File: config.mk
export PLATFORM = sky130hd
export DESIGN_NAME = coordinate_stack_unique_push
export DESIGN_NICKNAME = d
export VERILOG_FILES = /design/src/rtl/csup_pkg.sv /design/src/rtl/coordinate_stack_unique_push.sv
export SDC_FILE = /design/constraint.sdc
export NUM_CORES = 1
export LEC_CHECK = 0
export BUFFER_PORTS_ARGS = -buffer_cell sky130_fd_sc_hd__buf_2
export CAP_MARGIN = 25
export CORE_ASPECT_RATIO = 1.4
export CORE_MARGIN = 3
export CORE_UTILIZATION = 58
export CTS_BUF_LIST = sky130_fd_sc_hd__clkbuf_4 sky130_fd_sc_hd__clkbuf_8
export CTS_CLUSTER_DIAMETER = 120
export CTS_CLUSTER_SIZE = 24
export DETAILED_ROUTE_END_ITERATION = 10
export PLACE_DENSITY_LB_ADDON = 0.08
export REMOVE_ABC_BUFFERS = 1
export SKIP_CTS_REPAIR_TIMING = 1
export SLEW_MARGIN = 20
export SYNTH_ARGS = -nofsm -noshare
export SYNTH_HDL_FRONTEND = slang
export SYNTH_SLANG_ARGS = --single-unit
File: constraint.sdc
create_clock -name clk -period 2.9 [get_ports clk]
set_input_delay 0.29 -clock clk [delete_from_list [all_inputs] [get_ports clk]]
set_output_delay 0.29 -clock clk [all_outputs]
set_load 0.005 [all_outputs]
File: src/rtl/csup_pkg.sv
// Package for the coordinate stack: types, constants and the control store.
`timescale 1ns / 1ps

package csup_pkg;

    localparam int DEPTH      = 64;
    localparam int COORD_BITS = 8;
    localparam int ADDR_W     = $clog2(DEPTH);
    localparam int CNT_W      = $clog2(DEPTH + 1);
    localparam int ENTRY_W    = 2 * COORD_BITS;

    localparam logic [1:0] MODE_APPEND = 2'd0;
    localparam logic [1:0] MODE_UNIQUE = 2'd1;
    localparam logic [1:0] MODE_DELETE = 2'd2;
    localparam logic [1:0] MODE_QUERY  = 2'd3;

    typedef struct packed {
        logic [1:0] mode;
        logic [7:0] column_in;
        logic [7:0] row_in;
    } in_t;

    typedef struct packed {
        logic [7:0] last_column;
        logic [7:0] last_row;
        logic       list_empty;
        logic [6:0] entry_total;
        logic       was_added;
        logic       duplicate_found;
        logic       store_full;
    } out_t;

    // sequencer steps
    localparam int STEP_W = 3;
    localparam logic [STEP_W-1:0] STEP_IDLE     = 3'd0;
    localparam logic [STEP_W-1:0] STEP_DISPATCH = 3'd1;
    localparam logic [STEP_W-1:0] STEP_PUSH     = 3'd2;
    localparam logic [STEP_W-1:0] STEP_SCAN     = 3'd3;
    localparam logic [STEP_W-1:0] STEP_POP      = 3'd4;
    localparam logic [STEP_W-1:0] STEP_TOPRD    = 3'd5;
    localparam logic [STEP_W-1:0] STEP_OUT      = 3'd6;

    // jump conditions
    localparam logic [2:0] COND_NEVER    = 3'd0;
    localparam logic [2:0] COND_ALWAYS   = 3'd1;
    localparam logic [2:0] COND_IN_REQ   = 3'd2;
    localparam logic [2:0] COND_MODE     = 3'd3;
    localparam logic [2:0] COND_SCAN_END = 3'd4;
    localparam logic [2:0] COND_OUT_FREE = 3'd5;

    typedef struct packed {
        logic [2:0]        cond;
        logic [STEP_W-1:0] tgt;
        logic              push;
        logic              pop;
        logic              scan;
        logic              toprd;
        logic              load_out;
    } uop_t;

    function automatic uop_t uop_rom(input logic [STEP_W-1:0] step);
        uop_t u;
        u = '0;
        case (step)
            STEP_IDLE:
            begin
                u.cond = COND_IN_REQ;
                u.tgt  = STEP_DISPATCH;
            end
            STEP_DISPATCH:
            begin
                u.cond = COND_MODE;
                u.tgt  = STEP_IDLE;
            end
            STEP_PUSH:
            begin
                u.cond = COND_ALWAYS;
                u.tgt  = STEP_TOPRD;
                u.push = 1'b1;
            end
            STEP_SCAN:
            begin
                u.cond = COND_SCAN_END;
                u.tgt  = STEP_PUSH;
                u.scan = 1'b1;
            end
            STEP_POP:
            begin
                u.cond = COND_ALWAYS;
                u.tgt  = STEP_TOPRD;
                u.pop  = 1'b1;
            end
            STEP_TOPRD:
            begin
                u.cond  = COND_ALWAYS;
                u.tgt   = STEP_OUT;
                u.toprd = 1'b1;
            end
            STEP_OUT:
            begin
                u.cond     = COND_OUT_FREE;
                u.tgt      = STEP_IDLE;
                u.load_out = 1'b1;
            end
            default:
            begin
                u.cond = COND_ALWAYS;
                u.tgt  = STEP_IDLE;
            end
        endcase
        return u;
    endfunction

    function automatic logic [STEP_W-1:0] mode_target(input logic [1:0] mode);
        logic [STEP_W-1:0] t;
        case (mode)
            MODE_APPEND: t = STEP_PUSH;
            MODE_UNIQUE: t = STEP_SCAN;
            MODE_DELETE: t = STEP_POP;
            default:     t = STEP_TOPRD;
        endcase
        return t;
    endfunction

endpackage

File: src/rtl/coordinate_stack_unique_push.sv
// Bounded stack of column/row pairs with append, unique append, delete and query.
//
// Usage: one request on the input channel (mode, column_in, row_in) yields one
// result on the output channel (newest pair, entry count, empty flag and
// added / duplicate / full flags). Both channels use valid/ready.
// A request is taken only while the control sequencer sits in its idle step;
// requests are handled one at a time.
// After the idle and dispatch steps, append pushes, delete pops and query goes
// straight to the top-of-stack read; unique append first runs a duplicate scan
// that reads one stored pair per cycle from the single read port of the pair
// memory, a duplicate ending the scan early, and then pushes. Every request
// ends with the top-of-stack read and the output step.
// The result sits in an output register; the sequencer holds in its final
// step while the receiver stalls and the previous result is still pending.
// Reset (rst_n low, asynchronous) empties the stack and drops any pending
// result; pair memory contents are not cleared and no clearing pass is run.
`timescale 1ns / 1ps

module coordinate_stack_unique_push (
    input  logic           clk,
    input  logic           rst_n,
    input  logic           in_valid,
    output logic           in_ready,
    input  csup_pkg::in_t  in_data,
    output logic           out_valid,
    input  logic           out_ready,
    output csup_pkg::out_t out_data
);
    import csup_pkg::*;

    logic [ENTRY_W-1:0] mem [DEPTH];

    logic [STEP_W-1:0]  step_reg, step_next;
    logic [CNT_W-1:0]   cnt_reg, cnt_next;
    logic [CNT_W-1:0]   idx_reg, idx_next;
    logic               pend_reg, pend_next;
    logic               dup_reg, dup_next;
    logic               added_reg, added_next;
    logic               full_reg, full_next;
    logic               out_valid_reg, out_valid_next;
    logic [1:0]         mode_reg;
    logic [ENTRY_W-1:0] item_reg;
    logic [ENTRY_W-1:0] rdata_reg;
    out_t               out_reg;

    uop_t               uop;
    logic               take;
    logic               in_req;
    logic               hit;
    logic               scan_end;
    logic               rd_en;
    logic [ADDR_W-1:0]  raddr;
    logic               wr_en;
    logic               load;
    logic               cnt_zero;
    logic               cnt_full;
    logic [COORD_BITS-1:0] in_col;
    logic [COORD_BITS-1:0] in_row;

    assign uop      = uop_rom(step_reg);
    assign in_ready = (step_reg == STEP_IDLE);
    assign in_req   = in_valid && in_ready;
    assign cnt_zero = (cnt_reg == '0);
    assign cnt_full = (cnt_reg >= CNT_W'(DEPTH));
    assign hit      = pend_reg && (rdata_reg == item_reg);
    assign scan_end = hit || ((idx_reg == cnt_reg) && !pend_reg);
    assign in_col   = COORD_BITS'(in_data.column_in);
    assign in_row   = COORD_BITS'(in_data.row_in);

    always_comb
    begin
        case (uop.cond)
            COND_ALWAYS:   take = 1'b1;
            COND_IN_REQ:   take = in_valid;
            COND_MODE:     take = 1'b1;
            COND_SCAN_END: take = scan_end;
            COND_OUT_FREE: take = !out_valid_reg || out_ready;
            default:       take = 1'b0;
        endcase
        if (!take)
        begin
            step_next = step_reg;
        end
        else if (uop.cond == COND_MODE)
        begin
            step_next = mode_target(mode_reg);
        end
        else
        begin
            step_next = uop.tgt;
        end
    end

    always_comb
    begin
        cnt_next   = cnt_reg;
        idx_next   = idx_reg;
        pend_next  = pend_reg;
        dup_next   = dup_reg;
        added_next = added_reg;
        full_next  = full_reg;
        rd_en      = 1'b0;
        raddr      = idx_reg[ADDR_W-1:0];
        wr_en      = 1'b0;
        load       = uop.load_out && take;

        if (in_req)
        begin
            idx_next   = '0;
            pend_next  = 1'b0;
            dup_next   = 1'b0;
            added_next = 1'b0;
            full_next  = 1'b0;
        end

        if (uop.push && !dup_reg)
        begin
            if (cnt_full)
            begin
                full_next = 1'b1;
            end
            else
            begin
                wr_en      = 1'b1;
                added_next = 1'b1;
                cnt_next   = cnt_reg + 1'b1;
            end
        end

        if (uop.pop && !cnt_zero)
        begin
            cnt_next = cnt_reg - 1'b1;
        end

        if (uop.scan)
        begin
            if (hit)
            begin
                dup_next = 1'b1;
            end
            else if (!scan_end)
            begin
                if (idx_reg != cnt_reg)
                begin
                    rd_en     = 1'b1;
                    idx_next  = idx_reg + 1'b1;
                    pend_next = 1'b1;
                end
                else
                begin
                    pend_next = 1'b0;
                end
            end
        end

        if (uop.toprd)
        begin
            rd_en = 1'b1;
            raddr = ADDR_W'(cnt_reg - 1'b1);
        end

        if (load)
        begin
            out_valid_next = 1'b1;
        end
        else if (out_ready)
        begin
            out_valid_next = 1'b0;
        end
        else
        begin
            out_valid_next = out_valid_reg;
        end
    end

    always_ff @(posedge clk or negedge rst_n)
    begin
        if (!rst_n)
        begin
            step_reg      <= STEP_IDLE;
            cnt_reg       <= '0;
            idx_reg       <= '0;
            pend_reg      <= 1'b0;
            dup_reg       <= 1'b0;
            added_reg     <= 1'b0;
            full_reg      <= 1'b0;
            out_valid_reg <= 1'b0;
        end
        else
        begin
            step_reg      <= step_next;
            cnt_reg       <= cnt_next;
            idx_reg       <= idx_next;
            pend_reg      <= pend_next;
            dup_reg       <= dup_next;
            added_reg     <= added_next;
            full_reg      <= full_next;
            out_valid_reg <= out_valid_next;
        end
    end

    always_ff @(posedge clk)
    begin
        if (in_req)
        begin
            mode_reg <= in_data.mode;
            item_reg <= {in_col, in_row};
        end
        if (wr_en)
        begin
            mem[cnt_reg[ADDR_W-1:0]] <= item_reg;
        end
        if (rd_en)
        begin
            rdata_reg <= mem[raddr];
        end
        if (load)
        begin
            out_reg.last_column     <= cnt_zero ? 8'd0 : 8'(rdata_reg[ENTRY_W-1:COORD_BITS]);
            out_reg.last_row        <= cnt_zero ? 8'd0 : 8'(rdata_reg[COORD_BITS-1:0]);
            out_reg.list_empty      <= cnt_zero;
            out_reg.entry_total     <= 7'(cnt_reg);
            out_reg.was_added       <= added_reg;
            out_reg.duplicate_found <= dup_reg;
            out_reg.store_full      <= full_reg;
        end
    end

    assign out_valid = out_valid_reg;
    assign out_data  = out_reg;

    a_cnt_bound: assert property (@(posedge clk) disable iff (!rst_n)
        cnt_reg <= CNT_W'(DEPTH))
        else $error("entry count above depth");

    a_flags_excl: assert property (@(posedge clk) disable iff (!rst_n)
        out_valid |-> $onehot0({out_data.was_added, out_data.duplicate_found,
                                out_data.store_full}))
        else $error("result flags not exclusive");

    a_added_nonempty: assert property (@(posedge clk) disable iff (!rst_n)
        (out_valid && out_data.was_added) |-> !out_data.list_empty)
        else $error("added pair but stack reported empty");

    a_one_at_a_time: assert property (@(posedge clk) disable iff (!rst_n)
        in_req |=> !in_ready)
        else $error("request taken while busy");

endmodule

==> impl_metrics.toml, run 1 <==
[status]
status = "complete, but fails checks"
violations = "setup timing"

[final_layout]
syn2layout_area_growth_pct = 16.2
drive_above_1_share_pct = 37.3
fin_util_pct = 68.4
largest_register_ffs = 1024
final_area_um2 = 49100
fin_nets = 2324
nFillCells = 4498
fin_cells = 3267

[logic_synthesis]
synth-seq-cells = 1107
seq_area_frac_synth_pct = 78.4
post-synth-top-area-cell = "edfxtp_1"
synth_area_um2 = 42300
synth_top_area_share_pct = 77.1
avgSynthCellArea_um2 = 22.1
synth.distinct_cells = 54
synth-edff-count = 1085
async_flop_share_pct = 1.99
synth_area_leaders = "edfxtp_1 (77%), mux4_2 (14%), o22ai_1 (1.9%), dfrtp_1 (1.3%), nor2_1 (0.85%)"
synth_cells = 1913
synth_top_flop_cell = "edfxtp_1"
ys.warnings.count = 0

[setup_path]
cp_max_fo = 16
worstPathArrival_ns = 3.60
worst_setup_path_end_kind = "flop"
critPathKind = "flop to flop"
required_ns = 3.41
crit_path_start_kind = "flop"

[flow_run]
drv_cap = 0

[routing]
avgViaCountPerCell = 6.53
num_vias = 21343
dr.pass1.iters = 5
routed_wl_um = 109000
wl_per_cell_um = 33.3
first_iter_violations = 2272
drc = 0
antenna_left = 0

[power_and_ir_drop]
internal_power_mw = 30.8
p_sw_share_pct = 32.3
pwr-share-clk_pct = 14.2
p_total_mw = 45.5
p_switching_mw = 14.7
powerDensity_nw_per_um2 = 926
power_leakage_nw = 15.7
combPwrFrac_pct = 43.7
power_frac_seq_pct = 42.1
ir_drop_v = 0.000533

[global_routing]
antenna_found_initial = 3
grt_overflow = 0
grt_max_degree = 65
grt_pass1_wl_um = 151000
first_global_vias = 20984
track_usage_pct = 28.2

[timing]
whs_ns = 0.00929
rsz0062_at_grt = "yes"
setup_viol = 16
max_freq_mhz = 323
finalHoldViolCount = 0
finalMaxSlewViolations = 0
fin_skew_ns = 0.0453
post-route-min-period_ns = 3.09
fin_crit_sh_pct = 107
relSlewSlack_pct = 36.2
tightestPinTransition_ns = 0.949
setup_ws_ns = -0.192

[clock_tree]
cts_buffers = 52
clock-sinks = 1107
cts_root_buffer = "clkbuf_8"
htree_levels = 2
cts_tree = "built"
clock_latency_ns = 0.77
clk_path_buf_depth = 3
clk_pin_slew_ns = 0.17

[placement]
place_hpwl_um = 66900
placedInstanceArea_um2 = 46300
gp_congestion = 0.871
port_buffers = 50
dpl.cell_count = 3105

[floorplanning]
rows = 116
io_pins = 51
die_h_um = 325
dieArea_um2 = 76200
floorplan.initialDensity_pct = 58.8
dieWidth_um = 234
coreArea_um2 = 71800

[worst_hold_path]
hold_path_class = "input pin to asynchronous set/reset pin"
[power by group through the flow]
stage                     combinational, mW  sequential [mW]  clock (mW)
final                                  19.9             19.2        6.46
after CTS                              16.4             19.2        6.58
after global routing                   20.8             19.2        7.11
after floorplan                        6.48             19.6           0
after detailed placement               16.3             19.5           0
after global placement                 16.2             19.5           0
[worst max-delay path, stage by stage, from the launching register on]
cell	delay, ns
dfrtp_1	0.44
or3_4	0.38
buf_4	0.15
or4_4	0.46
a211oi_4	0.33
o21ai_2	0.13
buf_12	0.22
o22ai_1	0.41
or4_4	0.24
nor2_2	0.04
[stage by stage]
step                      worst slack (ns)  TNS, ns
after floorplan                     -22.98  -359.86
after CTS                           -0.600    -6.89
final                               -0.192    -2.69
after global placement              -0.519    -5.87
after global routing                -0.235    -3.27
after detailed placement            -0.526    -6.32
[synth_stat cells (4+ instances only)]
cell	n
o31ai_1	5
buf_2	42
nand4_1	5
buf_1	4
o21ai_1	11
nand2_1	16
and2_1	17
inv_1	6
nor3b_1	4
buf_6	22
nand3_1	10
o21ai_0	11
mux4_2	256
buf_4	9
a21oi_1	6
clkbuf_1	22
or4_1	33
xnor2_1	11
nor2_1	96
nand2b_1	7
nor4_1	6
nor3_1	7
o21ai_2	5
dfrtp_1	22
or3_1	7
xor2_1	23
o22ai_1	129
edfxtp_1	1085
[area by class of cell]
cell class	instances	area [µm²]	area share [%]
antenna	2	5.00	0.0102
sequential	1107	33100	67.5
timing repair buffer	433	4640	9.44
clock inverter	3	45.0	0.0917
clock buffer	73	880	1.79
multi-input combinational	699	9220	18.8
tap	944	1180	2.40
inverter	6	22.5	0.0459
[cells by family (layout without fill, tap and decap cells)]
group                      after synthesis  count (layout)  share of synthesized area [%]
buffers and inverters                  107             515                           1.57
AOI/OAI and AO/OA                      182             182                           2.80
xor gates and xnor gates                35              35                          0.743
and+or+nand+nor                        220             220                           2.72
muxes                                  259             259                           13.7
adders and majority gates                3               3                         0.0888
DFF                                   1107            1107                           78.4
other                                    0               2                              0
[routing by layer]
metal  global-route usage [%]  vias up  part of all wire [%]
li1                         -     8788                     -
met1                     37.9    11425                    36
met2                     48.4      936                    52
met3                     2.83      194                   6.5
met4                     10.7        0                   4.9
met5                        0        -                     0
[layout by cell type, fill, tap and decap left out, types with 7 or more instances in the layout]
| cell | instances |
|---|---|
| edfxtp_1 | 1085 |
| mux4_2 | 256 |
| buf_4 | 228 |
| o22ai_1 | 85 |
| buf_12 | 84 |
| nor2_1 | 81 |
| clkbuf_8 | 53 |
| buf_2 | 50 |
| o22ai_2 | 31 |
| or4_4 | 28 |
| buf_6 | 27 |
| xor2_1 | 22 |
| dfrtp_1 | 22 |
| dlygate4sd3_1 | 21 |
| clkbuf_4 | 20 |
| and2_1 | 17 |
| nand2_1 | 16 |
| o22ai_4 | 13 |
| o21ai_0 | 11 |
| clkbuf_16 | 11 |
| nand3_1 | 10 |
| nor2_2 | 10 |
| buf_8 | 10 |
| xnor2_1 | 9 |
| o21ai_2 | 7 |
| nor3_1 | 7 |
| nand2b_1 | 7 |
[path summary, 6_finish.rpt]
| kind | start | cells after the start | to | slack [ns] |
|---|---|---|---|---|
| worst max-delay path | cnt_reg[1] | 9 | rdata_reg[10] | -0.19 |
| worst min-delay path | rst_n | 2 | cnt_reg[1] | 0.009 |
| worst max register to register | cnt_reg[1] | 9 | rdata_reg[10] | -0.19 |
| worst min register to register | added_reg | 0 | out_data[2] | 0.49 |
| max in group asynchronous | rst_n | 2 | cnt_reg[0] | 2.51 |
| min in group clk | in_data[2] | 2 | item_reg[2] | 0.23 |
(Power assumes the default switching activity.)
==> inputs of run 2 (changes only) <==
--- a/config.mk
+++ b/config.mk
@@ -5,6 +5,7 @@
 export SDC_FILE = /design/constraint.sdc
 export NUM_CORES = 1
 export LEC_CHECK = 0
+export ABC_AREA = 1
 export BUFFER_PORTS_ARGS = -buffer_cell sky130_fd_sc_hd__buf_2
 export CAP_MARGIN = 25
 export CORE_ASPECT_RATIO = 1.4
==> impl_metrics.toml, run 2 <==
[floorplanning]
die_h_um = 348
io_pins = 51
dieWidth_um = 251
rows = 124
dieArea_um2 = 87300
floorplan.initialDensity_pct = 58.9
coreArea_um2 = 82400

[logic_synthesis]
synthTopCellsByCount = "edfxtp_1 (1,085), nand3_1 (1,012), nand2_1 (912)"
synth_top_area_share_pct = 67.1
seq_area_frac_synth_pct = 68.2
synth_area_um2 = 48600
synth_cells = 4496
synth.distinct_cells = 38
synth-edff-count = 1085
synth_area_leaders = "edfxtp_1 (67%), nand3_1 (10%), nand2_1 (7.0%), inv_1 (6.1%), nand3b_1 (3.5%)"
ys.warnings.count = 0
synth_most_common_cell = "edfxtp_1"
synth_top_flop_cell = "edfxtp_1"
synth-seq-cells = 1107
async_flop_share_pct = 1.99
post-synth-top-area-cell = "edfxtp_1"
avgSynthCellArea_um2 = 10.8

[placement]
place_hpwl_um = 82900
placedInstanceArea_um2 = 52000
gp_congestion = 0.956
port_buffers = 50
post-place-ws_ns = -0.0877

[setup_path]
worst_setup_path_end_kind = "flop"
crit_path_start_kind = "flop"
worstPathArrival_ns = 3.52
cp_max_fo = 22
critPathKind = "flop to flop"
required_ns = 3.55

[routing]
dr.pass1.iters = 8
dr_wl_met3_um = 10700
routed_wl_um = 134000
wl_per_cell_um = 23.3
met2_length_um = 64600
wl_met1_um = 52300
routed.top_layer = "met4"
avgViaCountPerCell = 5.72
num_vias = 32851
first_iter_violations = 3733
antenna_left = 0
drc = 0

[global_routing]
grt_pass1_wl_um = 197000
antenna_found_initial = 2
first_global_vias = 30762
grt_max_degree = 116
grt_overflow = 0
track_usage_pct = 30.5

[timing]
finalHoldViolCount = 0
setup_ws_ns = 0.0290
fin_crit_sh_pct = 99.0
max_freq_mhz = 348
fin_skew_ns = 0.0717
relSlewSlack_pct = 36.4
post-route-min-period_ns = 2.87
setup_viol = 0
finalMaxSlewViolations = 0
tightestPinTransition_ns = 0.952

[clock_tree]
clk_path_buf_depth = 3
clock-sinks = 1107
cts_tree = "built"
clock_latency_ns = 0.80
clk_pin_slew_ns = 0.18
cts_buffers = 52
cts_root_buffer = "clkbuf_8"
htree_levels = 2

[final_layout]
final_area_um2 = 53500
fin_util_pct = 64.9
layout.cells.most_common_list = "edfxtp_1 (1,085), nand3_1 (999), nand2_1 (911), inv_1 (785), nand3b_1 (224)"
drive_above_1_share_pct = 9.62
fin_nets = 4648
layout_commonest_cell = "edfxtp_1"
syn2layout_area_growth_pct = 10.2
largest_register_ffs = 1024

[status]
status = "finished clean"

[power_and_ir_drop]
powerDensity_nw_per_um2 = 1020
power_leakage_nw = 21.7
ir_drop_v = 0.000928

[flow_run]
drv_cap = 0

[worst_hold_path]
hold_path_class = "input pin to asynchronous set/reset pin"
-- run 2: changes by cell type in the layout (fill, tap and decap cells not counted), moves of 24 or more --
cell,delta
nand3b_1,+222
or4_4,-28
buf_6,-24
buf_4,-64
nand3_1,+989
mux4_2,-256
o22ai_2,-31
nand2_1,+895
inv_1,+780
o22ai_1,-84
-- run 2: metal layers --
layer / track usage, % / vias to the layer above
met1: 41.5 / 15992
met3: 3.91 / 248
met5: 0 / -
met2: 50.2 / 1415
met4: 12.6 / 0
li1: - / 15196
-- run 2: final cells by class --
| type | count | area, µm² |
|---|---|---|
| Sequential cell | 1107 | 33100 |
| Fill cell | 6372 | 28900 |
| Multi-Input combinational cell | 2341 | 11400 |
| Timing Repair Buffer | 329 | 3580 |
| Inverter | 792 | 2990 |
| Tap cell | 1071 | 1340 |
| Clock buffer | 94 | 1040 |
| Clock inverter | 3 | 45.0 |
| Antenna cell | 2 | 5.00 |
-- run 2: cell families after synthesis --
kind of cell    share of synthesized area (%)
buf+inv                                  8.67
compound gates                          0.430
fa+ha+maj                              0.0773
xor+xnor                                0.361
simple gates                             22.2
flops                                    68.2
-- run 2: path summary, 6_finish.rpt --
path,cells after the start,slack (ns),end,startpoint
setup / recovery,14,0.03,rdata_reg[15],step_reg[1]
hold / removal,2,0.04,cnt_reg[0],rst_n
setup reg to reg,14,0.03,rdata_reg[15],step_reg[1]
hold reg to reg,0,0.50,out_data[0],full_reg
max in group asynchronous,2,2.37,added_reg,rst_n
min in group clk,6,0.12,step_reg[2],in_valid
-- run 2: metrics by stage --
step	std cells	total power, mW	hold slack (ns)	TNS (ns)
after detailed placement	5614	47.1	0.350	-0.122
after global routing	5739	57.1	0.0641	-0.0475
after CTS	5711	53.9	-0.530	-0.279
after global placement	5614	46.9	0.343	-0.0745
after floorplan	4240	30.2	-0.00559	-159.98
final	5739	54.4	0.0417	0
-- run 2: power by group --
| group | internal, mW | total, mW | leakage, nW | switching [mW] |
|---|---|---|---|---|
| combinational | 9.12 | 28.5 | 11.1 | 19.4 |
| sequential | 18.6 | 18.9 | 10.0 | 0.387 |
| clock | 2.28 | 6.95 | 0.581 | 4.67 |
-- run 2: worst max-delay path: stages, from the launching register on --
cell and delay (ns):
dfrtp_1 0.45, inv_2 0.15, nand3_4 0.18, buf_4 0.20, o21ai_4 0.22, buf_12 0.16, buf_12 0.18, buf_12 0.18
buf_4 0.16, nand3_1 0.08, nand3_1 0.15, nand3_1 0.13, nand3_1 0.25, nand3_1 0.11, nand2_1 0.07
